File: config.mk
export PLATFORM = sky130hd
export DESIGN_NAME = bounded_history_stack
export DESIGN_NICKNAME = d
export VERILOG_FILES = /design/src/bhs_pkg.sv /design/src/bhs_cell.sv /design/src/bounded_history_stack.sv
export SDC_FILE = /design/constraint.sdc
export NUM_CORES = 1
export LEC_CHECK = 0
export ABC_AREA = 1
export BUFFER_PORTS_ARGS = -buffer_cell sky130_fd_sc_hd__buf_2
export CAP_MARGIN = 20
export CORE_ASPECT_RATIO = 0.7
export CORE_MARGIN = 2
export CORE_UTILIZATION = 55
export DETAILED_ROUTE_END_ITERATION = 7
export GPL_TIMING_DRIVEN = 0
export HOLD_SLACK_MARGIN = 0.06
export PLACE_DENSITY = 0.73
export SKIP_LAST_GASP = 1
export SLEW_MARGIN = 20
export SYNTH_ARGS = -nofsm -noshare
export SYNTH_HDL_FRONTEND = slang
export SYNTH_SLANG_ARGS = --single-unit
File: constraint.sdc
create_clock -name clk -period 6.1 [get_ports clk]
set_clock_uncertainty 0.2 [all_clocks]
set_input_delay 0.305 -clock clk [delete_from_list [all_inputs] [get_ports clk]]
set_output_delay 0.305 -clock clk [all_outputs]
set_load 0.02 [all_outputs]
File: src/bhs_pkg.sv
// Shared types and codes for the bounded history stack.
`timescale 1ns / 1ps
`default_nettype none

package bhs_pkg;

  // Operation codes carried in in_tuser
  localparam logic [1:0] MODE_PUSH   = 2'd0;
  localparam logic [1:0] MODE_BACK   = 2'd1;
  localparam logic [1:0] MODE_REBASE = 2'd2;
  localparam logic [1:0] MODE_QUERY  = 2'd3;

  localparam int IN_ID_W    = 8;
  localparam int OUT_ID_W   = 8;
  localparam int OUT_DEP_W  = 4;
  localparam int IN_TDATA_W = 8;
  localparam int OUT_TDATA_W = 24;

  typedef enum logic [2:0] {
    ST_IDLE,
    ST_RD,
    ST_CMP,
    ST_BACK,
    ST_DONE
  } bhs_state_t;

  // Per-cell load controls from the sequencer
  typedef struct packed {
    logic ld_id;   // take the broadcast identifier
    logic ld_nbr;  // take the entry of the next cell up
  } bhs_cell_ctl_t;

endpackage

`default_nettype wire

File: src/bhs_cell.sv
// One stack entry of the cell row: loads a new identifier or its upper neighbor.
`timescale 1ns / 1ps
`default_nettype none

module bhs_cell
  import bhs_pkg::*;
#(
  parameter int ID_BITS = 8
) (
  input  wire logic               clk,
  input  wire logic               rst_n,
  input  wire bhs_cell_ctl_t      ctl,
  input  wire logic [ID_BITS-1:0] id_in,
  input  wire logic [ID_BITS-1:0] nbr_in,
  output logic      [ID_BITS-1:0] entry
);

  logic [ID_BITS-1:0] entry_r;
  logic [ID_BITS-1:0] entry_nxt;

  always_comb begin
    entry_nxt = entry_r;
    priority if (ctl.ld_id) begin
      entry_nxt = id_in;
    end else if (ctl.ld_nbr) begin
      entry_nxt = nbr_in;
    end else begin
      entry_nxt = entry_r;
    end
  end

  // Clear on reset so the base entry starts at zero
  always_ff @(posedge clk) begin
    if (!rst_n) begin
      entry_r <= '0;
    end else begin
      entry_r <= entry_nxt;
    end
  end

  assign entry = entry_r;

endmodule

`default_nettype wire

File: src/bounded_history_stack.sv
// Top level: history stack built from a row of entry cells and a scan sequencer.
// Sequence: push of the top, rebase and back at base go from idle straight to ST_DONE;
// back steps through ST_RD, ST_BACK, ST_DONE; push and query scan the row in ST_RD, ST_CMP per entry.
// Throughput: one item at a time, accepted only in idle; the entry scan through the single row
// read port and any output stall in ST_DONE set the pace.
// Reset: synchronous active-low rst_n leaves one base entry of 0, depth 1, no result pending.
`timescale 1ns / 1ps
`default_nettype none

module bounded_history_stack
  import bhs_pkg::*;
#(
  parameter int MAX_DEPTH = 8,
  parameter int ID_BITS   = 8
) (
  input  wire logic                   clk,
  input  wire logic                   rst_n,
  input  wire logic                   in_tvalid,
  output logic                        in_tready,
  input  wire logic [IN_TDATA_W-1:0]  in_tdata,   // [7:0] surface_id
  input  wire logic [1:0]             in_tuser,   // [1:0] mode
  output logic                        out_tvalid,
  input  wire logic                   out_tready,
  // [0] changed, [8:1] leaving_id, [16:9] entering_id, [17] held,
  // [21:18] stack_depth, [23:22] zero
  output logic [OUT_TDATA_W-1:0]      out_tdata
);

  localparam int AW = (MAX_DEPTH > 1) ? $clog2(MAX_DEPTH) : 1;
  localparam int DW = $clog2(MAX_DEPTH + 1);

  bhs_state_t state_r, state_nxt;
  logic [DW-1:0]      depth_r, depth_nxt;
  logic [ID_BITS-1:0] top_r, top_nxt;
  logic [AW-1:0]      scan_r, scan_nxt;
  logic [ID_BITS-1:0] lv_r, lv_nxt;
  logic [ID_BITS-1:0] id_r, id_nxt;
  logic [1:0]         mode_r, mode_nxt;
  logic               chg_r, chg_nxt;
  logic               held_r, held_nxt;
  logic [ID_BITS-1:0] rd_data_r;
  logic               out_valid_r, out_valid_nxt;
  logic [OUT_TDATA_W-1:0] out_data_r;
  logic               out_ld;

  logic [ID_BITS-1:0] id_in;
  logic               wr_en;
  logic [AW-1:0]      wr_idx;
  logic [ID_BITS-1:0] wr_data;
  logic               shift_en;
  logic               scan_last;

  logic [ID_BITS-1:0] ent [MAX_DEPTH];
  bhs_cell_ctl_t      cell_ctl [MAX_DEPTH];

  assign id_in     = ID_BITS'(in_tdata[IN_ID_W-1:0]);
  assign in_tready = (state_r == ST_IDLE);
  assign scan_last = ((DW'(scan_r) + DW'(1)) == depth_r);

  // Cell row
  for (genvar gi = 0; gi < MAX_DEPTH; gi++) begin : g_cell
    logic [ID_BITS-1:0] nbr;
    if (gi + 1 < MAX_DEPTH) begin : g_nbr
      assign nbr = ent[gi+1];
    end else begin : g_top
      assign nbr = '0;
    end

    always_comb begin
      cell_ctl[gi].ld_id  = wr_en && (wr_idx == AW'(gi));
      cell_ctl[gi].ld_nbr = shift_en && (gi >= 1) && (gi + 2 <= MAX_DEPTH);
    end

    bhs_cell #(
      .ID_BITS(ID_BITS)
    ) u_cell (
      .clk   (clk),
      .rst_n (rst_n),
      .ctl   (cell_ctl[gi]),
      .id_in (wr_data),
      .nbr_in(nbr),
      .entry (ent[gi])
    );
  end

  always_comb begin
    state_nxt = state_r;
    depth_nxt = depth_r;
    top_nxt   = top_r;
    scan_nxt  = scan_r;
    lv_nxt    = lv_r;
    id_nxt    = id_r;
    mode_nxt  = mode_r;
    chg_nxt   = chg_r;
    held_nxt  = held_r;
    wr_en     = 1'b0;
    wr_idx    = '0;
    wr_data   = id_r;
    shift_en  = 1'b0;
    out_ld    = 1'b0;

    unique case (state_r)
      ST_IDLE: begin
        if (in_tvalid) begin
          mode_nxt = in_tuser;
          id_nxt   = id_in;
          lv_nxt   = top_r;
          chg_nxt  = 1'b0;
          held_nxt = 1'b0;
          scan_nxt = '0;
          unique case (in_tuser)
            MODE_PUSH: begin
              state_nxt = (id_in == top_r) ? ST_DONE : ST_RD;
            end
            MODE_BACK: begin
              if (depth_r > DW'(1)) begin
                scan_nxt  = AW'(depth_r - DW'(2));
                state_nxt = ST_RD;
              end else begin
                state_nxt = ST_DONE;
              end
            end
            MODE_REBASE: begin
              chg_nxt   = !((depth_r == DW'(1)) && (top_r == id_in));
              wr_en     = 1'b1;
              wr_idx    = '0;
              wr_data   = id_in;
              depth_nxt = DW'(1);
              top_nxt   = id_in;
              state_nxt = ST_DONE;
            end
            MODE_QUERY: begin
              state_nxt = ST_RD;
            end
            default: begin
              state_nxt = ST_DONE;
            end
          endcase
        end
      end
      ST_RD: begin
        state_nxt = (mode_r == MODE_BACK) ? ST_BACK : ST_CMP;
      end
      ST_CMP: begin
        priority if (rd_data_r == id_r) begin
          if (mode_r == MODE_PUSH) begin
            // truncate back to the matching entry
            depth_nxt = DW'(scan_r) + DW'(1);
            top_nxt   = id_r;
            chg_nxt   = 1'b1;
          end else begin
            held_nxt = 1'b1;
          end
          state_nxt = ST_DONE;
        end else if (scan_last) begin
          if (mode_r == MODE_PUSH) begin
            wr_en = 1'b1;
            if (depth_r == DW'(MAX_DEPTH)) begin
              // drop the oldest entry above the base, append at the top
              shift_en = 1'b1;
              wr_idx   = AW'(MAX_DEPTH - 1);
            end else begin
              wr_idx    = AW'(depth_r);
              depth_nxt = depth_r + DW'(1);
            end
            top_nxt = id_r;
            chg_nxt = 1'b1;
          end
          state_nxt = ST_DONE;
        end else begin
          scan_nxt  = scan_r + AW'(1);
          state_nxt = ST_RD;
        end
      end
      ST_BACK: begin
        top_nxt   = rd_data_r;
        depth_nxt = depth_r - DW'(1);
        chg_nxt   = 1'b1;
        state_nxt = ST_DONE;
      end
      ST_DONE: begin
        if (!out_valid_r || out_tready) begin
          out_ld    = 1'b1;
          state_nxt = ST_IDLE;
        end
      end
      default: begin
        state_nxt = ST_IDLE;
      end
    endcase
  end

  assign out_valid_nxt = out_ld || (out_valid_r && !out_tready);

  always_ff @(posedge clk) begin
    if (!rst_n) begin
      state_r     <= ST_IDLE;
      depth_r     <= DW'(1);
      top_r       <= '0;
      out_valid_r <= 1'b0;
    end else begin
      state_r     <= state_nxt;
      depth_r     <= depth_nxt;
      top_r       <= top_nxt;
      out_valid_r <= out_valid_nxt;
    end
  end

  always_ff @(posedge clk) begin
    scan_r    <= scan_nxt;
    lv_r      <= lv_nxt;
    id_r      <= id_nxt;
    mode_r    <= mode_nxt;
    chg_r     <= chg_nxt;
    held_r    <= held_nxt;
    rd_data_r <= ent[scan_r];
    if (out_ld) begin
      out_data_r <= {2'b00,
                     OUT_DEP_W'(depth_r),
                     held_r,
                     chg_r ? OUT_ID_W'(top_r) : {OUT_ID_W{1'b0}},
                     chg_r ? OUT_ID_W'(lv_r) : {OUT_ID_W{1'b0}},
                     chg_r};
    end
  end

  assign out_tvalid = out_valid_r;
  assign out_tdata  = out_data_r;

  a_depth_range: assert property (@(posedge clk) disable iff (!rst_n)
    (depth_r >= DW'(1)) && (depth_r <= DW'(MAX_DEPTH)))
    else $error("stack depth out of range");

  a_top_tracks_row: assert property (@(posedge clk) disable iff (!rst_n)
    (state_r == ST_IDLE) |-> (top_r == ent[AW'(depth_r - DW'(1))]))
    else $error("top register disagrees with cell row");

  a_scan_in_range: assert property (@(posedge clk) disable iff (!rst_n)
    (state_r == ST_CMP) |-> (DW'(scan_r) < depth_r))
    else $error("scan index beyond filled entries");

  a_unchanged_zero_ids: assert property (@(posedge clk) disable iff (!rst_n)
    (out_tvalid && !out_tdata[0]) |-> (out_tdata[16:1] == 16'd0))
    else $error("identifiers reported without a change");

  a_load_after_done: assert property (@(posedge clk) disable iff (!rst_n)
    $rose(out_tvalid) |-> ($past(state_r) == ST_DONE))
    else $error("result issued outside the done step");

endmodule

`default_nettype wire
==> results of run 1 <==
-- per-stage QoR --
stage / total power [W] / instances / utilization / hold WS, ns
2_1_floorplan: 0.00153 / 972 / - / 0.200
3_3_place_gp: 0.00173 / 1171 / 0.596 / 0.216
3_5_place_dp: 0.00174 / 1171 / 0.597 / 0.219
4_1_cts: 0.00283 / 1215 / 0.657 / 0.124
5_1_grt: 0.00296 / 1215 / 0.657 / 0.180
6_report: 0.00285 / 1215 / 0.657 / 0.128
-- layer usage --
metal  wire length [um]  global-route usage  part of all wire
met5                  0                   0                 0
met4                436              0.0932             0.021
met3               2870               0.118              0.14
met2               8450               0.434              0.40
met1               9480               0.456              0.45
-- flip-flops by register name, indices dropped and copies added (netlist names), 2 cells and up --
name                 count
state_r                  3
g_cell.u_cell.entry     64
mode_r                   2
rd_data_r                8
top_r                    8
out_tdata               22
lv_r                     8
scan_r                   3
depth_r                  4
id_r                     8
-- final cells by class --
cell class,instances,area [sq um],share of cell area
plain buffers,47,218,0.0266
clock buffers,17,425,0.0520
clock inverters,15,199,0.0243
inverters,112,422,0.0515
multi-input cells,680,3300,0.403
flip-flops and latches,133,3110,0.380
well taps,162,203,0.0248
repair buffers,49,305,0.0373
-- layout by cell type, fill, tap and decap left out, types with 7 or more instances in the layout --
cell type and count:
clkbuf_1 24, buf_2 49, xnor2_1 10, inv_1 102
o21ai_0 68, o221ai_1 8, dlygate4sd3_1 12, o22ai_1 10
clkbuf_16 17, a31oi_1 8, nor2_1 107, a21oi_1 62
o21ai_1 20, dfxtp_1 88, nand2_1 211, inv_8 7
edfxtp_1 45, nand3_1 125, ha_1 7
-- logic make-up after synthesis --
| group | count (synthesis) | share of synthesized area |
|---|---|---|
| AND/OR/NAND/NOR | 472 | 0.295 |
| AO/OA/AOI/OAI | 187 | 0.144 |
| buffers and inverters | 159 | 0.0908 |
| flip-flops | 133 | 0.442 |
| XOR/XNOR | 12 | 0.0149 |
| adder cells (fa/ha/maj) | 7 | 0.0124 |
| other | 1 | 0.000533 |
-- power by group through the flow --
| stage | Sequential, W | Combinational [W] | Clock [W] |
|---|---|---|---|
| 2_1_floorplan | 0.00110 | 0.000425 | 0 |
| 5_1_grt | 0.00110 | 0.000731 | 0.00114 |
| 3_5_place_dp | 0.00110 | 0.000634 | 0 |
| 6_report | 0.00109 | 0.000665 | 0.00110 |
| 4_1_cts | 0.00108 | 0.000647 | 0.00110 |
| 3_3_place_gp | 0.00110 | 0.000625 | 0 |
-- final timing paths --
kind / endpoint / slack [ns] / cells after the start
worst min-delay path: state_r[0] / 0.13 / 7
worst min register to register: out_tdata[17] / 0.24 / 0
worst max register to register: g_cell[6].u_cell.entry[4] / 3.02 / 12
worst max-delay path: g_cell[6].u_cell.entry[4] / 3.02 / 12
-- timing repair --
| item | 4_1_cts | 5_1_grt |
|---|---|---|
| hold buffers | 12 | 0 |
| endpoints found under the hold margin | 12 | 0 |
| buffers inserted | 0 | 0 |
| endpoints found under the setup margin | 0 | 0 |
-- worst min-delay path: cells and delay by family --
| kind | cells | cell delay [ns] |
|---|---|---|
| buffers and inverters | 3 | 0.19 |
| AO/OA/AOI/OAI | 1 | 0.06 |
| AND/OR/NAND/NOR | 3 | 0.16 |
==> metrics, run 1 <==
final slew viol count=0; Die Y=98.7 um; Layout area overhead=16.3%; Crit Reg-Reg Startpoint=depth_r[1]; Cells after Synth=approximately 1000; Synth async-reset ratio=0; top post-synthesis cells by area=dfxtp_1 25%, edfxtp_1 19%, nand2_1 11%; cts bufs inserted=17; clock power share=0.385; die area=about 14000 sq um; CTS Root Cell=clkbuf_16; number of remaining DRC errors=0; Yosys reg bits=approximately 130; via count=6935; Synth top cells by count=211 x nand2_1, 125 x nand3_1, 107 x nor2_1; Most used DFF post-synth=dfxtp_1; GPL Wtd Cong=about 1.0; Worst-path clk slew=around 0.07 ns; Sink Count=roughly 130; Worst Setup End Kind=register; WL final=roughly 21000 um; Slew @ Worst Pin=around 1.2 ns; crit path DAT=approximately 3.2 ns; final hold viol count=0; Max Cap Viol=0; crit path max fanout=10; VDD IR max=around 0.00027 V; Critical-path top delay cell=nor3_1; Synth cell types=39; fraction of layout cells with a size suffix above 1=0.108; status=completed; Synth area leader=dfxtp_1; Post-synth EDFFs=45; critical path startpoint category=register; DP Worst Slack=3.13 ns; most common cell in the netlist=nand2_1; Top Family by Delay on Critical Path=simple AND/OR/NAND/NOR gates; initial antenna violation count=0; Sw Ratio=0.355; Resize count post-CTS=0; Yosys warnings=0; Seq pwr share=0.381; Synth top area share=0.250; Min Clock Period, post-route=approximately 3.1 ns; vias in the first global route=6159; Core Area=~12000 sq um; Required @ worst endpoint=6.23 ns; HP Class=in -> reg; # IOs=40; worst-skew pair later-pin latency=between 0.4 and 0.5 ns; sequential fraction of the synthesis area=0.442; first-pass GRT wire length=about 34000 um; Worst Setup SP=depth_r[1]; final instance area=just over 8000 sq um; CTS max path bufs=2; count of final setup violators=0; Fill cells=approximately 1.1k; number of placement rows=34; H-tree depth=4; average size of a mapped cell=approximately 7.3 sq um; Initial Util=0.565; Psw=slightly above 0.001 W; CP bufs+invs=3; ANT nets after route=0; CP Cell Sequence=inv_1 > ha_1 > nand3_1 > nand2_1 > buf_4 > nand3_1 > nor3_1 > nand2_1 > nand2_1 > nand3_1 > nand2_1 > inv_1; total grt overflow=0; die width=approximately 140 um; Tot GR Track Use=0.314; Nets=between 1k and 1.5k; Post-Syn Area=just over 7000 sq um; Slew Limit Headroom=0.202; crit-path max cell delay=0.71 ns; setup tns final=0 ns; CP Class=reg -> reg; Max Freq=between 0.3 and 0.4 GHz; DP Area=approximately 7400 sq um; TritonCTS clock tree=built; via/cell ratio=5.71; setup slack after layout=slightly above 3 ns; pwr/cell area=348 nW/um^2; RSZ-0062 raised after global routing=no; fin crit share=0.506; Avg WL per Cell=~17 um; detailed placement HPWL=15400 um; drt first pass iters=8; Internal Pwr Total=roughly 0.0018 W; combinational power share=0.234; cell repeated most along the worst path=nand2_1; DRT iter0 DRCs=813; Worst Min Path Start=in_tvalid; largest net degree at the start of global routing=23; Inserted Diodes=0; Port Buffer Count=37; leakage=between 3 and 4 nW
No activity file was read; power rests on OpenSTA's default activity.
==> run 2, diff against run 1 <==
--- a/config.mk
+++ b/config.mk
@@ -14,7 +14,7 @@
 export DETAILED_ROUTE_END_ITERATION = 7
 export GPL_TIMING_DRIVEN = 0
 export HOLD_SLACK_MARGIN = 0.06
-export PLACE_DENSITY = 0.73
+export PLACE_DENSITY = 0.76
 export SKIP_LAST_GASP = 1
 export SLEW_MARGIN = 20
 export SYNTH_ARGS = -nofsm -noshare
==> constraint.sdc (replaced) <==
create_clock -name clk -period 2.5 [get_ports clk]
set_clock_uncertainty 0.2 [all_clocks]
set_input_delay 0.125 -clock clk [delete_from_list [all_inputs] [get_ports clk]]
set_output_delay 0.125 -clock clk [all_outputs]
set_load 0.02 [all_outputs]
==> run 2 against run 1 <==
Compared with the run above:
- the run now ends with negative setup slack left
- first-iteration DRC count rose by 44%
- sequential power rose by 140%
- highest routed layer unchanged
- critical path type unchanged
- critical path depth did not move
- hold slack improved by 0.092 ns
- register-to-register slack got worse by 3.1 ns
- via count rose by 11%
- clock-buffer cell count did not move
==> metrics, run 2 (synthesis gave the netlist of run 1 again) <==
status=complete, but fails checks; failing checks=negative setup slack; DRT iter0 DRCs=~1.2k; number of remaining DRC errors=0; count of final setup violators=11; CTS Root Cell=clkbuf_16; CTS max path bufs=2; Max Cap Viol=0; Worst-path clk slew=approximately 0.07 ns; Worst Setup End Kind=register; TritonCTS clock tree=built; pwr/cell area=between 700 and 800 nW/um^2; fraction of layout cells with a size suffix above 1=0.207; vias in the first global route=between 6k and 7k; RSZ-0062 raised after global routing=yes; crit path DAT=approximately 2.7 ns; Max Freq=0.388 GHz; die width=about 140 um; Die Y=roughly 99 um; fin crit share=1.03; drt first pass iters=8; die area=roughly 14000 sq um; detailed placement HPWL=around 15000 um; largest net degree at the start of global routing=23; Min Clock Period, post-route=between 2 and 3 ns; Tot GR Track Use=0.320; critical path startpoint category=register; # IOs=40; Port Buffer Count=37; Sink Count=around 130; initial antenna violation count=0; Nets=1111; Initial Util=0.565; ANT nets after route=0; H-tree depth=4; Hold WS=0.220 ns; via count=7685; cts bufs inserted=17; Avg WL per Cell=just under 20 um; final slew viol count=0; crit path max fanout=10; Fill cells=915; Slew @ Worst Pin=roughly 0.83 ns; number of placement rows=34; CP Class=reg -> reg; commonest non-fill, non-tap cell in the layout=nand2_1; Slew Limit Headroom=0.445; WL final=around 24000 um; GPL Wtd Cong=0.972; setup slack after layout=-0.0796 ns; HP Class=reg -> reg; flip-flop count of the largest register after layout=64; total grt overflow=0; Core Area=between 10000 and 15000 sq um; Required @ worst endpoint=~2.6 ns; Inserted Diodes=0; final hold viol count=0; VDD IR max=about 0.00075 V; leakage=a little under 4 nW; first-pass GRT wire length=~34000 um; via/cell ratio=a little over 6; commonest non-fill, non-tap cells in the layout=195 x nand2_1, 123 x nand3_1, 99 x nor2_1, 99 x inv_1, 87 x dfxtp_1; Layout area overhead=26.8%; worst-skew pair later-pin latency=0.43 ns; final core utilization=0.716
-- run 2: cell count changes in the layout (fill, tap and decap cells not counted), sizes merged --
cell	delta
buf	+45
clkinvlp	+5
clkbuf	+3
clkinv	-3
bufinv	-2
dlygate4sd3	+1
nand2	+1
-- run 2: path summary, 6_finish.rpt --
path	from	end	slack [ns]	depth (start not counted)
setup reg to reg	depth_r[0]	g_cell[6].u_cell.entry[4]	-0.08	12
setup / recovery	depth_r[0]	g_cell[6].u_cell.entry[4]	-0.08	12
hold / removal	held_r	out_tdata[17]	0.22	0
hold reg to reg	held_r	out_tdata[17]	0.22	0
-- run 2: layout make-up --
type	count	area, sq um	area share
inverters	112	443	0.0496
well taps	162	203	0.0227
clock buffers	17	425	0.0476
clock inverters	15	146	0.0164
multi-input cells	681	3560	0.398
plain buffers	47	295	0.0331
flip-flops and latches	133	3110	0.349
repair buffers	98	746	0.0835
-- run 2: worst max-delay path, cell delays in order, from the launching register on --
cell and delay, ns:
dfxtp_2 0.40, inv_2 0.12, ha_2 0.24, nand3_2 0.18
nand2_1 0.16, buf_4 0.24, nand3_1 0.17, nor3_4 0.30
nand2_1 0.17, nand2_1 0.09, nand3_1 0.08, nand2_1 0.07
inv_1 0.05
-- run 2: layer usage --
metal	track usage	wire, um
met5	0	0
met4	0.104	938
met3	0.0957	3660
met2	0.448	9860
met1	0.472	9900
-- run 2: timing repair --
action,4_1_cts,5_1_grt
pin swaps,8,16
endpoints found under the setup margin,76,81
endpoints found under the hold margin,37,0
resized for setup,38,99
gates cloned,1,5
hold buffers,13,0
setup buffers,9,34
-- run 2: per-stage QoR --
stage | cells | power, W | TNS (ns) | worst slack, ns | instance area [sq um]
6_report | 1265 | 0.00712 | -0.396 | -0.0796 | 8930
5_1_grt | 1265 | 0.00734 | -4.67 | -0.136 | 8930
4_1_cts | 1226 | 0.00674 | -0.00225 | -0.00225 | 8360
3_5_place_dp | 1171 | 0.00424 | -10.62 | -0.443 | 7440
3_3_place_gp | 1171 | 0.00421 | -17.92 | -0.471 | 7430
2_1_floorplan | 972 | 0.00373 | 0 | 0.129 | 7040
-- run 2: power by group --
part / leakage, nW / internal [W] / switching [W]
sequential: 1.14 / 0.00250 / 0.000158
combinational: 2.53 / 0.000602 / 0.00140
clock: 0.277 / 0.00133 / 0.00113
total: 3.95 / 0.00443 / 0.00269
==> run 3, diff against run 2 <==
--- a/config.mk
+++ b/config.mk
@@ -15,6 +15,7 @@
 export GPL_TIMING_DRIVEN = 0
 export HOLD_SLACK_MARGIN = 0.06
 export PLACE_DENSITY = 0.76
+export SKIP_CTS_REPAIR_TIMING = 1
 export SKIP_LAST_GASP = 1
 export SLEW_MARGIN = 20
 export SYNTH_ARGS = -nofsm -noshare
==> run 3 against run 2 <==
Compared with the run above:
- die area is the same
- largest cell class unchanged
- via count grew 0.81%
- hold slack gained 0.0017 ns
- the flow still finishes with violations (negative setup slack)
- maximum frequency shrank 7.4%
- register-to-register slack lost 0.20 ns
- power shrank 0.85%
- worst setup slack lost 0.20 ns
- wire length grew 0.41%
- combinational power shrank 3%
- sequential share of layout area shrank 0.32 points
- critical path type unchanged
- global-route usage shrank 1.0 points
==> metrics, run 3 (synthesis gave the netlist of run 1 again) <==
clock power share=0.347; Internal Pwr Total=0.00439 W; commonest non-fill, non-tap cells in the layout=192 x nand2_1, 116 x nand3_1, 100 x nor2_1, 100 x inv_1, 86 x dfxtp_1; initial antenna violation count=1; number of remaining DRC errors=0; met1 usage=0.467; Sink Count=between 100 and 150; Nets=roughly 1.1k; met2 Usage GRT=0.423; number of cells on the critical path=13; via/cell ratio=roughly 6.1; fin crit share=1.11; pwr/cell area=around 780 nW/um^2; WL final=between 20000 and 25000 um; setup slack after layout=-0.284 ns; VDD IR max=roughly 0.0008 V; number of placement rows=34; cell repeated most along the worst path=nor2_1; Worst Setup End Kind=register; critical path startpoint category=register; RSZ-0062 raised after global routing=yes; largest net degree at the start of global routing=23; Min Clock Period, post-route=about 2.8 ns; Tot GR Track Use=0.310; CP Cell Sequence=inv_2 > ha_2 > nor2_1 > nor2_1 > nand2_1 > nor2_1 > nand2_1 > nor2_1 > nand3_1 > nand2_1 > nor2_1 > nor2_1 > nor2_1; status=complete, but fails checks; Slew @ Worst Pin=0.907 ns; DRT iter0 DRCs=between 1k and 1.5k; Max Freq=roughly 0.36 GHz; drt first pass iters=7; Core Area=roughly 12000 sq um; Seq pwr share=0.377; Power Total=between 0.007 and 0.008 W; Required @ worst endpoint=2.58 ns; die width=139 um; Psw=roughly 0.0027 W; ANT nets after route=0; final instance area=between 9000 and 10000 sq um; total grt overflow=0; first-pass GRT wire length=around 33000 um; leakage=3.94 nW; fraction of layout cells with a size suffix above 1=0.216; CP Class=reg -> reg; CTS max path bufs=2; GRT Max-Usage Layer=met1; Hold Path Depth=0; crit-path max cell delay=between 0.4 and 0.5 ns; crit path max fanout=7; failing checks=negative setup slack; Port Buffer Count=37; cts bufs inserted=17; vias in the first global route=roughly 6.1k; flip-flop count of the largest register after layout=64; detailed placement HPWL=roughly 15000 um; DP Area=about 7400 sq um; Max Cap Viol=0; # IOs=40; Layout area overhead=28.1%; GPL Wtd Cong=0.972; CTS Root Cell=clkbuf_16; commonest non-fill, non-tap cell in the layout=nand2_1; CP bufs+invs=1; final hold viol count=0; Avg WL per Cell=between 15 and 20 um; Worst-path clk slew=around 0.060 ns; HP Class=reg -> reg; setup tns final=-3.45 ns; final core utilization=0.724; count of final setup violators=47; Critical-path top delay cell=nor2_1; Initial Util=0.565; H-tree depth=4; worst-skew pair later-pin latency=between 0.4 and 0.5 ns; crit path DAT=between 2 and 3 ns; Slew Limit Headroom=0.395; via count=roughly 7.7k; Sw Ratio=0.378; Die Y=98.7 um; R2R depth=13; DP Worst Slack=-0.443 ns; Top Family by Delay on Critical Path=simple AND/OR/NAND/NOR gates; die area=13700 sq um; final slew viol count=0; TritonCTS clock tree=built; M3 GR Usage=0.0914; combinational power share=0.275
## run 3: cell type report
type / instances / area (sq um)
antenna: 1 / 2.50
buffer: 46 / 289
clock buffer: 17 / 425
clock inverter: 15 / 146
fill: 917 / 3440
inverter: 112 / 445
multi-input combinational: 683 / 3700
sequential: 133 / 3120
tap: 162 / 203
timing repair buffer: 93 / 692
timing repair inverter: 1 / 5.00
## run 3: final timing paths
path | slack, ns | start | end
max | -0.28 | depth_r[1] | g_cell[4].u_cell.entry[3]
min | 0.22 | held_r | out_tdata[17]
max reg2reg | -0.28 | depth_r[1] | g_cell[4].u_cell.entry[3]
min reg2reg | 0.22 | held_r | out_tdata[17]
## run 3: layer usage
| metal | vias up | part of all wire | wire length, um |
|---|---|---|---|
| met1 | 3495 | 0.40 | 9750 |
| met3 | 138 | 0.15 | 3650 |
| met2 | 638 | 0.41 | 9940 |
| li1 | 3474 | - | - |
| met4 | 2 | 0.043 | 1060 |
| met5 | - | 0.0026 | 63 |
## run 3: through the flow
stage / hold slack [ns] / std cells
2_1_floorplan: 0.0239 / 972
3_3_place_gp: 0.132 / 1171
3_5_place_dp: 0.131 / 1171
4_1_cts: -0.297 / 1203
5_1_grt: 0.235 / 1262
6_report: 0.222 / 1263
## run 3: power by group through the flow
| stage | Combinational (W) | Sequential [W] | Clock, W |
|---|---|---|---|
| floorplan | 0.00104 | 0.00270 | 0 |
| detailed placement | 0.00155 | 0.00269 | 0 |
| global placement | 0.00152 | 0.00269 | 0 |
| finish | 0.00194 | 0.00266 | 0.00245 |
| CTS | 0.00157 | 0.00265 | 0.00244 |
| global route | 0.00207 | 0.00268 | 0.00254 |
